### config.mk
export PLATFORM = sky130hd
export DESIGN_NAME = ifrl_ctrl
export DESIGN_NICKNAME = d
export VERILOG_FILES = /design/src/ifrl_pkg.sv /design/src/ifrl_ctrl.sv
export SDC_FILE = /design/constraint.sdc
export NUM_CORES = 1
export LEC_CHECK = 0
export ABC_CLOCK_PERIOD_IN_PS = 4100
export BUFFER_PORTS_ARGS = -buffer_cell sky130_fd_sc_hd__buf_2
export CAP_MARGIN = 20
export CORE_AREA = 3 3 40 42
export DETAILED_ROUTE_END_ITERATION = 12
export DIE_AREA = 0 0 43 45
export PLACE_DENSITY = 0.59
export SLEW_MARGIN = 5
export SYNTH_ARGS = -nofsm -noshare
export SYNTH_HDL_FRONTEND = slang
export SYNTH_SLANG_ARGS = --single-unit
### constraint.sdc
create_clock -name clock -period 4.1 [get_ports clock]
set_clock_uncertainty 0.15 [all_clocks]
set_input_delay 0.615 -clock clock [delete_from_list [all_inputs] [get_ports clock]]
set_output_delay 0.615 -clock clock [all_outputs]
set_load 0.005 [all_outputs]
### src/ifrl_pkg.sv
// Shared types, codes, widths and helper functions for the IPv4 route lookup block.
`timescale 1ns / 1ps

package ifrl_pkg;

   // Field widths of the request and response items.
   localparam int OP_W      = 2;
   localparam int ADDR_W    = 32;
   localparam int LEN_W     = 6;
   localparam int WORD_W    = 16;
   localparam int TTL_W     = 8;
   localparam int VERDICT_W = 3;
   localparam int POS_W     = 5;

   // Operation codes carried by a request.
   localparam logic [OP_W-1:0] OP_CLEAR = 2'd0;
   localparam logic [OP_W-1:0] OP_ADD   = 2'd1;
   localparam logic [OP_W-1:0] OP_WORD  = 2'd2;

   // Header word positions with a special role.
   localparam logic [POS_W-1:0] POS_TTL    = 5'd4;
   localparam logic [POS_W-1:0] POS_CKSUM  = 5'd5;
   localparam logic [POS_W-1:0] POS_DST_HI = 5'd8;
   localparam logic [POS_W-1:0] POS_DST_LO = 5'd9;
   localparam logic [POS_W-1:0] POS_MAX    = 5'd31;

   // Longest meaningful prefix length.
   localparam logic [LEN_W-1:0] MAX_PREFIX_LEN = 6'd32;

   // Response verdict codes.
   typedef enum logic [VERDICT_W-1:0] {
      V_ADDED      = 3'd0,
      V_FULL       = 3'd1,
      V_LOCAL      = 3'd2,
      V_FORWARD    = 3'd3,
      V_DROP_TTL   = 3'd4,
      V_DROP_ROUTE = 3'd5
   } verdict_type;

   // Commands from the controller to the datapath.
   typedef struct packed {
      logic        take;
      logic        scan_first;
      logic        scan_next;
      logic        pend_load;
      verdict_type pend_verdict;
      logic        out_load;
   } ifrl_cmd_type;

   // Status from the datapath to the controller.
   typedef struct packed {
      logic req_add;
      logic req_last;
      logic is_local;
      logic ttl_zero;
      logic count_zero;
      logic hit;
      logic scan_end;
      logic slot_free;
   } ifrl_status_type;

   // Network mask with the top len bits set.
   function automatic logic [ADDR_W-1:0] mask_of(input logic [LEN_W-1:0] len);
      mask_of = ~(32'hFFFF_FFFF >> len);
   endfunction

   // Ones' complement add with end-around carry.
   function automatic logic [WORD_W-1:0] ones_add(input logic [WORD_W-1:0] a,
                                                 input logic [WORD_W-1:0] b);
      logic [WORD_W:0] s;
      s = {1'b0, a} + {1'b0, b};
      ones_add = s[WORD_W-1:0] + WORD_W'(s[WORD_W]);
   endfunction

endpackage

### src/ifrl_ctrl.sv
// Controller state machine that sequences header decisions and route table scans.
`timescale 1ns / 1ps

module ifrl_ctrl (
   input  logic                      clock,
   input  logic                      reset,
   input  logic                      req_valid,
   output logic                      req_ready,
   input  ifrl_pkg::ifrl_status_type status,
   output ifrl_pkg::ifrl_cmd_type    cmd
);

   import ifrl_pkg::*;

   typedef enum logic [3:0] {
      ST_IDLE  = 4'b0001,
      ST_CHECK = 4'b0010,
      ST_SCAN  = 4'b0100,
      ST_EMIT  = 4'b1000
   } state_type;

   state_type state_ff;
   state_type state_in;
   logic      take;

   // Requests are taken only while no decision is in progress.
   assign req_ready = (state_ff == ST_IDLE);
   assign take      = req_valid && req_ready;

   // Next state and datapath commands.
   always_comb begin
      state_in = state_ff;
      cmd      = '0;
      cmd.take = take;
      unique case (state_ff)
         ST_IDLE: begin
            if (take) begin
               if (status.req_add) begin
                  state_in = ST_EMIT;
               end else if (status.req_last) begin
                  state_in = ST_CHECK;
               end
            end
         end
         ST_CHECK: begin
            priority if (status.is_local) begin
               cmd.pend_load    = 1'b1;
               cmd.pend_verdict = V_LOCAL;
               state_in         = ST_EMIT;
            end else if (status.ttl_zero) begin
               cmd.pend_load    = 1'b1;
               cmd.pend_verdict = V_DROP_TTL;
               state_in         = ST_EMIT;
            end else if (status.count_zero) begin
               cmd.pend_load    = 1'b1;
               cmd.pend_verdict = V_DROP_ROUTE;
               state_in         = ST_EMIT;
            end else begin
               cmd.scan_first = 1'b1;
               state_in       = ST_SCAN;
            end
         end
         ST_SCAN: begin
            priority if (status.hit) begin
               cmd.pend_load    = 1'b1;
               cmd.pend_verdict = V_FORWARD;
               state_in         = ST_EMIT;
            end else if (status.scan_end) begin
               cmd.pend_load    = 1'b1;
               cmd.pend_verdict = V_DROP_ROUTE;
               state_in         = ST_EMIT;
            end else begin
               cmd.scan_next = 1'b1;
            end
         end
         ST_EMIT: begin
            if (status.slot_free) begin
               cmd.out_load = 1'b1;
               state_in     = ST_IDLE;
            end
         end
         default: begin
            state_in = ST_IDLE;
         end
      endcase
   end

   always_ff @(posedge clock) begin
      if (reset) begin
         state_ff <= ST_IDLE;
      end else begin
         state_ff <= state_in;
      end
   end

endmodule

* Yosys cells after proc, flatten, opt, wreduce, memory -nomap -nowiden
Index checks and enable logic that the tools add are counted.
Word-level totals: output and inout port bits 9, logic and storage cells 36, bits in registers 4, bits of input ports 11
Operators by class: equality and inequality tests 8, reduce and logical (&&, ||, !) cells 2, mux-type cells 25
Operators by type and width (count):
- $mux 4 | 14
- $pmux 4 s4 | 1
- $mux 1 | 9
- $pmux 4 s2 | 1
- $eq 4x1->1 const B | 1
- $eq 4x2->1 const B | 1
- $eq 4x3->1 const B | 1
- $eq 4x4->1 const B | 1
- $reduce_and 4->1 | 1
- $ne 3x1->1 const B | 1
- $ne 3x3->1 const B | 1
- $ne 2x1->1 const B | 1
- $ne 2x2->1 const B | 1
- $logic_and 1x1->1 | 1

* Longest topological paths before layout
Gate-level depths: netlist (run 1).
word-level depth 4, depth in mapped cells 5

* Least setup slack after synthesis (run 1)
OpenSTA, ideal clock, no wires.
kind input port to output port, start input port status[5] in the netlist's numbering, end output port cmd[1] in the netlist's numbering, setup slack 2.044 ns, arrival 1.291 ns, data required time 3.335 ns, cell stages on the path 2, cells stage by stage or3_1 -> o32ai_1
RTL lines:
- start: declaration | RTL line ifrl_ctrl.sv:9 | input ifrl_pkg::ifrl_status_type status,
- end: declaration | RTL line ifrl_ctrl.sv:10 | output ifrl_pkg::ifrl_cmd_type cmd

==> out/qor.yml, run 1 <==
cp_max_fo: 7
worstMarginPinSlew_ns: 0.3409
antenna_found_initial: 0
overflow: 0
relSlewSlack: 0.7721
h-tree-depth: 1
ff_latch_area_um2: 80.08
synth_edf_count: 0
fmax_mhz: 409.0
min_period_over_period: 0.5963
hold_class: "in2reg"
drt_first_iter_violations: 9
cp_data_required_time_ns: 3.34
vias_per_cell: 5.050
cts_buffers: 3
place_congestion: 0.6652
die_width_um: 43
layout.filler_cells: 138
cap_violations: 0
fp-row-count: 13
clkSinkCount: 4
cts_tree: "built"
ys_top_cells_by_count: "dfxtp_1, nor2_1, inv_1"
power_leakage_nw: 0.2408
final_layout_size_suffix_gt1_frac: 0.4769
syn2layout_area_growth_pct: 34.11
grt_first_pass_wirelength_mm: 1.297
drt_wl_total_um: 853
reg_top3: "state_ff (4)"
cts_setup_buffers: 0
drc: 0
synth_area_per_cell_um2: 8.588
ys_seq_area_frac: 0.2119
cp-start-kind: "flop"
drt-pass1-iter-count: 4
powerDensity_nw_per_um2: 304.5
fin_cells: 80
cp_data_arrival_time_ns: 1.68
power_mw: 0.1543
place_area_um2: 484.2
yosysWarnings: 0
fin_crit_ns: 2.445
hold_viol: 0
io_pins: 20
grt_max_degree: 8
portBuffers: 19
synthCells: 44
worstSkewPairLatency_ns: 0.23
cts_hold_buf: 0
fin_ws_ns: 1.655
die_area_um2: 1935
wl_per_cell_um: 10.66
setup-tns-final_ns: 0
top_register: "state_ff"
ys_ff_latch: 4
path_clk_slew_ns: 0.04
rsz0062_at_grt: "false"
dr_total_vias: 404
cp-end-kind: "output pin"
place_inst: 77
grt_pass1_vias: 342
grt_usage: 0.08833
clockBufferDepth: 2
worstSetupPathType: "reg2out"
irDropWorstVdd_v: 0.0002010
dpl.hpwl_um: 705.5
finalSetupViolCount: 0
synth_ff_type: "dfxtp_1"
synthArstFlopShare: 0
finalNetCount: 78
synth_top_cells_by_area: "dfxtp_1, o32ai_1, a2111oi_2"
final_area_um2: 506.7
status: "finished clean"
yosys.area.top_type: "dfxtp_1"
multi_input_area_um2: 279.0
synth_area_um2: 377.9
synth_top_area_share: 0.2119
whs_ns: 0.4495
synth_cell_type_count: 31
initial_utilization: 0.2941
dp_slack_ns: 1.815
core_area_um2: 1285
cts_root_buf: "clkbuf_4"
syn-num-nets: 55
largest_reg_flops: 4
drt.antenna.violating_nets: 0
cts_resized: 0
diodes: 0
utilization: 0.3944
die_h_um: 45
final_max_slew_viol_count: 0
[power breakdown]
part / total [mW] / switching, mW / internal (mW)
Clock: 0.0475 / 0.0148 / 0.0327
Combinational: 0.0557 / 0.0241 / 0.0316
Sequential: 0.0511 / 0.00735 / 0.0438
Total: 0.154 / 0.0463 / 0.108
[metal layers]
layer	wire, um	track usage	share of wire	vias up
li1	-	-	-	206
met1	386	0.1087	0.45	190
met3	29	0.01195	0.034	0
met2	436	0.1377	0.51	8
met5	0	0	0	-
met4	0	0.07229	0	0
[worst paths after layout]
path,from,endpoint,slack (ns),cells after the start
hold reg to reg,state_ff[3]$_SDFFE_PP0P_,state_ff[1]$_SDFFE_PP0P_,0.48,3
setup reg to reg,state_ff[2]$_SDFFE_PP0P_,state_ff[3]$_SDFFE_PP0P_,2.38,3
setup / recovery,state_ff[0]$_SDFFE_PP1P_,cmd[1],1.66,4
hold / removal,reset,state_ff[3]$_SDFFE_PP0P_,0.45,2
[cell usage in the layout (no fill, tap or decap), drive strengths merged]
cell     instances
nor2b            1
and2b            1
o31ai            1
a311o            1
o32ai            2
xnor2            1
o32a             1
clkbuf           3
nand2            2
nor2             4
nand2b           3
nor4bb           1
o22ai            1
or3              2
buf             19
and2             3
o21ba            1
a21oi            1
or2              1
or2b             1
dfxtp            4
o21ai            2
mux2             1
inv              3
a2111oi          1
a22oi            1
nor4b            2
nor3             1
[critical path, stage by stage (launching register included)]
cell     delay [ns]
dfxtp_1        0.36
or2_4          0.29
or3_1          0.41
o32ai_1        0.24
buf_2          0.15
[kinds of logic after synthesis]
group / after synthesis / synth area share
AND/OR/NAND/NOR: 22 / 0.4239
multiplexers: 1 / 0.02980
XOR/XNOR: 1 / 0.02318
flip-flops: 4 / 0.2119
AO/OA/AOI/OAI: 12 / 0.2616
buffers and inverters: 4 / 0.04967
[area by class of cell]
type	instances	share of cell area
Timing Repair Buffer	19	0.1877
Tap cell	15	0.03704
Inverter	3	0.02222
Sequential cell	4	0.1580
Multi-Input combinational cell	36	0.5506
Clock buffer	3	0.04444
Note: power is estimated with default switching activity, not from simulation.
==> run 2: changes to the inputs <==
ABC_CLOCK_PERIOD_IN_PS = 2100   (was 4100)
PLACE_DENSITY = 0.61   (was 0.59)
clock period = 2.1 ns   (was 4.1 ns; I/O delays follow)
==> out/qor.yml, run 2 (synthesis results as in run 1) <==
fp-row-count: 13
io_pins: 20
cp_data_arrival_time_ns: 1.58
rsz0062_at_grt: "false"
cts_buffers: 3
drt_first_iter_violations: 7
power_mw: 0.3036
place_congestion: 0.7501
finalSetupViolCount: 0
worstSetupPathType: "reg2out"
final_layout_size_suffix_gt1_frac: 0.5538
hold_class: "in2reg"
vias_per_cell: 4.950
drc: 0
fin_crit_ns: 2.041
status: "finished clean"
worstMarginPinSlew_ns: 0.3169
cts_hold_buf: 0
clockBufferDepth: 2
wl_per_cell_um: 11.11
overflow: 0
relSlewSlack: 0.7857
final_common_cell: "buf_2"
core_area_um2: 1285
path_clk_slew_ns: 0.04
reg_top3: "state_ff (4)"
worstPathCellList: "or2_4 > or3_4 > o32ai_2 > buf_2"
diodes: 0
cp_max_fo: 7
dpl.hpwl_um: 723.1
cp-start-kind: "flop"
cp_slowest_cell: "or3_4"
worstSkewPairLatency_ns: 0.23
power_leakage_nw: 0.2418
grt_first_pass_wirelength_mm: 1.483
die_h_um: 45
irDropWorstVdd_v: 0.0003127
finalNetCount: 78
powerDensity_nw_per_um2: 582.0
largest_reg_flops: 4
h-tree-depth: 1
clkSinkCount: 4
cts_root_buf: "clkbuf_4"
hold_viol: 0
dr_total_vias: 396
most-common-layout-cells: "buf_2, nor2_1, clkbuf_4"
grt_max_degree: 8
setup-tns-final_ns: 0
antenna_found_initial: 0
whs_ns: 0.1525
cap_violations: 0
cp-end-kind: "output pin"
syn2layout_area_growth_pct: 38.08
cp_data_required_time_ns: 1.63
top_register: "state_ff"
cts_setup_buffers: 0
portBuffers: 19
min_period_over_period: 0.9719
drt.antenna.violating_nets: 0
grt_usage: 0.09908
cts_tree: "built"
grt_pass1_vias: 360
die_width_um: 43
critical-path-max-stage-delay_ns: 0.39
drt-pass1-iter-count: 3
fmax_mhz: 490.0
final_max_slew_viol_count: 0
die_area_um2: 1935
drt_wl_total_um: 889
initial_utilization: 0.2941
## run 2: worst paths after layout
kind                                                from                        to  slack, ns  depth (start not counted)
worst min-delay path                               reset  state_ff[3]$_SDFFE_PP0P_       0.15                          2
worst max-delay path            state_ff[0]$_SDFFE_PP1P_                    cmd[1]       0.06                          4
worst max register to register  state_ff[0]$_SDFFE_PP1P_  state_ff[0]$_SDFFE_PP1P_       0.45                          4
worst min register to register  state_ff[2]$_SDFFE_PP0P_  state_ff[1]$_SDFFE_PP0P_       0.48                          3
## run 2: repair_timing
item,in CTS,in global routing
setup endpoints to repair,1,3
gates resized for setup,1,4
pin swaps,0,0
## run 2: report_power, final
| group | total [mW] | internal [mW] | switching [mW] |
|---|---|---|---|
| Clock | 0.0945 | 0.0639 | 0.0306 |
| Combinational | 0.109 | 0.0622 | 0.0463 |
| Sequential | 0.101 | 0.0864 | 0.0142 |
## run 2: final cells by class
class	instances	area, um^2
Inverter	3	11.26
Multi-Input combinational cell	36	291.5
Fill cell	142	763.2
Timing Repair Buffer	19	95.09
Clock buffer	3	22.52
Sequential cell	4	82.58
Tap cell	15	18.77
## run 2: metrics by stage
step | worst slack, ns | instances | instance area (um^2) | utilization
global placement | 0.2377 | 77 | 484.2 | 0.3768
global route | 0.006767 | 80 | 521.8 | 0.4060
detailed placement | 0.2408 | 77 | 484.2 | 0.3768
CTS | 0.0009289 | 80 | 511.7 | 0.3982
floorplan | 0.3716 | 44 | 377.9 | -
finish | 0.05906 | 80 | 521.8 | 0.4060
## run 2: worst max-delay path: cells and delay by family (launching register included)
kind / cells / cell delay [ns]
compound gates: 1 / 0.19
buf+inv: 1 / 0.15
flops: 1 / 0.34
simple gates: 2 / 0.66
## run 2: per-layer routing
metal	part of all wire	routed length, um	global-route usage
met5	0	0	0
met4	0	0	0.05422
met3	0.015	13	0.02390
met2	0.52	458	0.1557
met1	0.47	418	0.1253
==> run 3: changes to the inputs <==
MAX_ROUTING_LAYER = met4   (was default)
==> out/qor.yml, run 3 (synthesis results as in run 1) <==
status: "finished clean"
cp_data_required_time_ns: 1.63
vias_per_cell: 4.950
place_inst: 77
dr_total_vias: 396
crit_start: "state_ff[0]$_SDFFE_PP1P_"
ff2ff_path_depth: 4
cp_slowest_cell: "or3_4"
cts_tree: "built"
top_register: "state_ff"
cp-start-kind: "flop"
critical-path-max-stage-delay_ns: 0.39
powerDensity_nw_per_um2: 582.0
drt.antenna.violating_nets: 0
rrSetupSlack_ns: 0.45
reg_top3: "state_ff (4)"
wl_per_cell_um: 11.11
grt_usage: 0.1021
core_area_um2: 1285
io_pins: 20
cp_max_fo: 7
min_period_over_period: 0.9719
finalNetCount: 78
drt-pass1-iter-count: 3
diodes: 0
rsz0062_at_grt: "false"
initial_utilization: 0.2941
holdCritStartpoint: "reset"
fin_cells: 80
fin_crit_ns: 2.041
die_width_um: 43
cp-end-kind: "output pin"
critPathCapture: "cmd[1]"
hold_class: "in2reg"
cts_buffers: 3
grt_pass1_vias: 359
r2r_end: "state_ff[0]$_SDFFE_PP1P_"
cp_data_arrival_time_ns: 1.58
relSlewSlack: 0.7857
layout.filler_cells: 142
drt_wl_total_um: 889
place_congestion: 0.7598
final_common_cell: "buf_2"
worstSetupPathType: "reg2out"
fmax_mhz: 490.0
cap_violations: 0
h-tree-depth: 1
final_max_slew_viol_count: 0
finalSetupViolCount: 0
path_clk_slew_ns: 0.04
final_layout_size_suffix_gt1_frac: 0.5538
worstSkewPairLatency_ns: 0.23
cts_root_buf: "clkbuf_4"
setup-tns-final_ns: 0
overflow: 0
worstPathCellList: "or2_4 > or3_4 > o32ai_2 > buf_2"
dpl.hpwl_um: 723.1
irDropWorstVdd_v: 0.0003127
die_area_um2: 1935
grt_first_pass_wirelength_mm: 1.483
drt_first_iter_violations: 8
cts_setup_buffers: 0
antenna_found_initial: 0
power_leakage_nw: 0.2418
grt_max_degree: 8
r2r_start: "state_ff[0]$_SDFFE_PP1P_"
drc: 0
syn2layout_area_growth_pct: 38.08
clkSinkCount: 4
largest_reg_flops: 4
clockBufferDepth: 2
most-common-layout-cells: "buf_2, nor2_1, clkbuf_4"
fp-row-count: 13
hold_viol: 0
die_h_um: 45
worstMarginPinSlew_ns: 0.3169
portBuffers: 19
run 3: critical path, delay by kind of cell (launching register included):
kind	cells	cell delay [ns]
AND/OR/NAND/NOR	2	0.66
buffers and inverters	1	0.15
AO/OA/AOI/OAI	1	0.19
flip-flops	1	0.34
run 3: final cells by class:
class | instances | area [um^2] | share of cell area
multi-input combinational | 36 | 291.5 | 0.5588
timing repair buffer | 19 | 95.09 | 0.1823
sequential | 4 | 82.58 | 0.1583
clock buffer | 3 | 22.52 | 0.04317
tap | 15 | 18.77 | 0.03597
inverter | 3 | 11.26 | 0.02158
run 3: timing repair:
action | in CTS | in global routing
endpoints found under the hold margin | 0 | 0
hold buffers | 0 | 0
endpoints found under the setup margin | 1 | 3
pin swaps | 0 | 0
gates resized for setup | 1 | 4
run 3: worst min-delay path by stage:
stage | end | slack (ns) | cells past startpoint
after global routing | state_ff[3]$_SDFFE_PP0P_ | 0.15 | 2
after floorplan | state_ff[3]$_SDFFE_PP0P_ | 0.24 | 1
after CTS | state_ff[3]$_SDFFE_PP0P_ | 0.15 | 2
final | state_ff[3]$_SDFFE_PP0P_ | 0.15 | 2
after detailed placement | state_ff[3]$_SDFFE_PP0P_ | 0.39 | 2
after global placement | state_ff[3]$_SDFFE_PP0P_ | 0.40 | 2
run 3: per-layer routing:
layer	GRT usage	up-vias	wire length, um
met5	-	-	0
met4	0.05422	0	0
met3	0.02390	0	7
met2	0.1557	3	458
met1	0.1253	183	423
li1	-	210	-
run 3: where the power goes:
part / internal [mW] / switching [mW]
clock network: 0.0639 / 0.0306
logic: 0.0622 / 0.0463
registers: 0.0864 / 0.0142
total: 0.213 / 0.0911
run 3: per-stage QoR:
step	hold slack, ns	total power [mW]	instance area, um^2	util	setup WS [ns]
finish	0.1525	0.3036	521.8	0.4060	0.05905
floorplan	0.2410	0.1766	377.9	-	0.3716
detailed placement	0.3945	0.2082	484.2	0.3768	0.2408
global placement	0.3975	0.2087	484.2	0.3768	0.2377
global route	0.1496	0.3263	521.8	0.4060	0.006765
CTS	0.1466	0.3075	511.7	0.3982	0.0009289
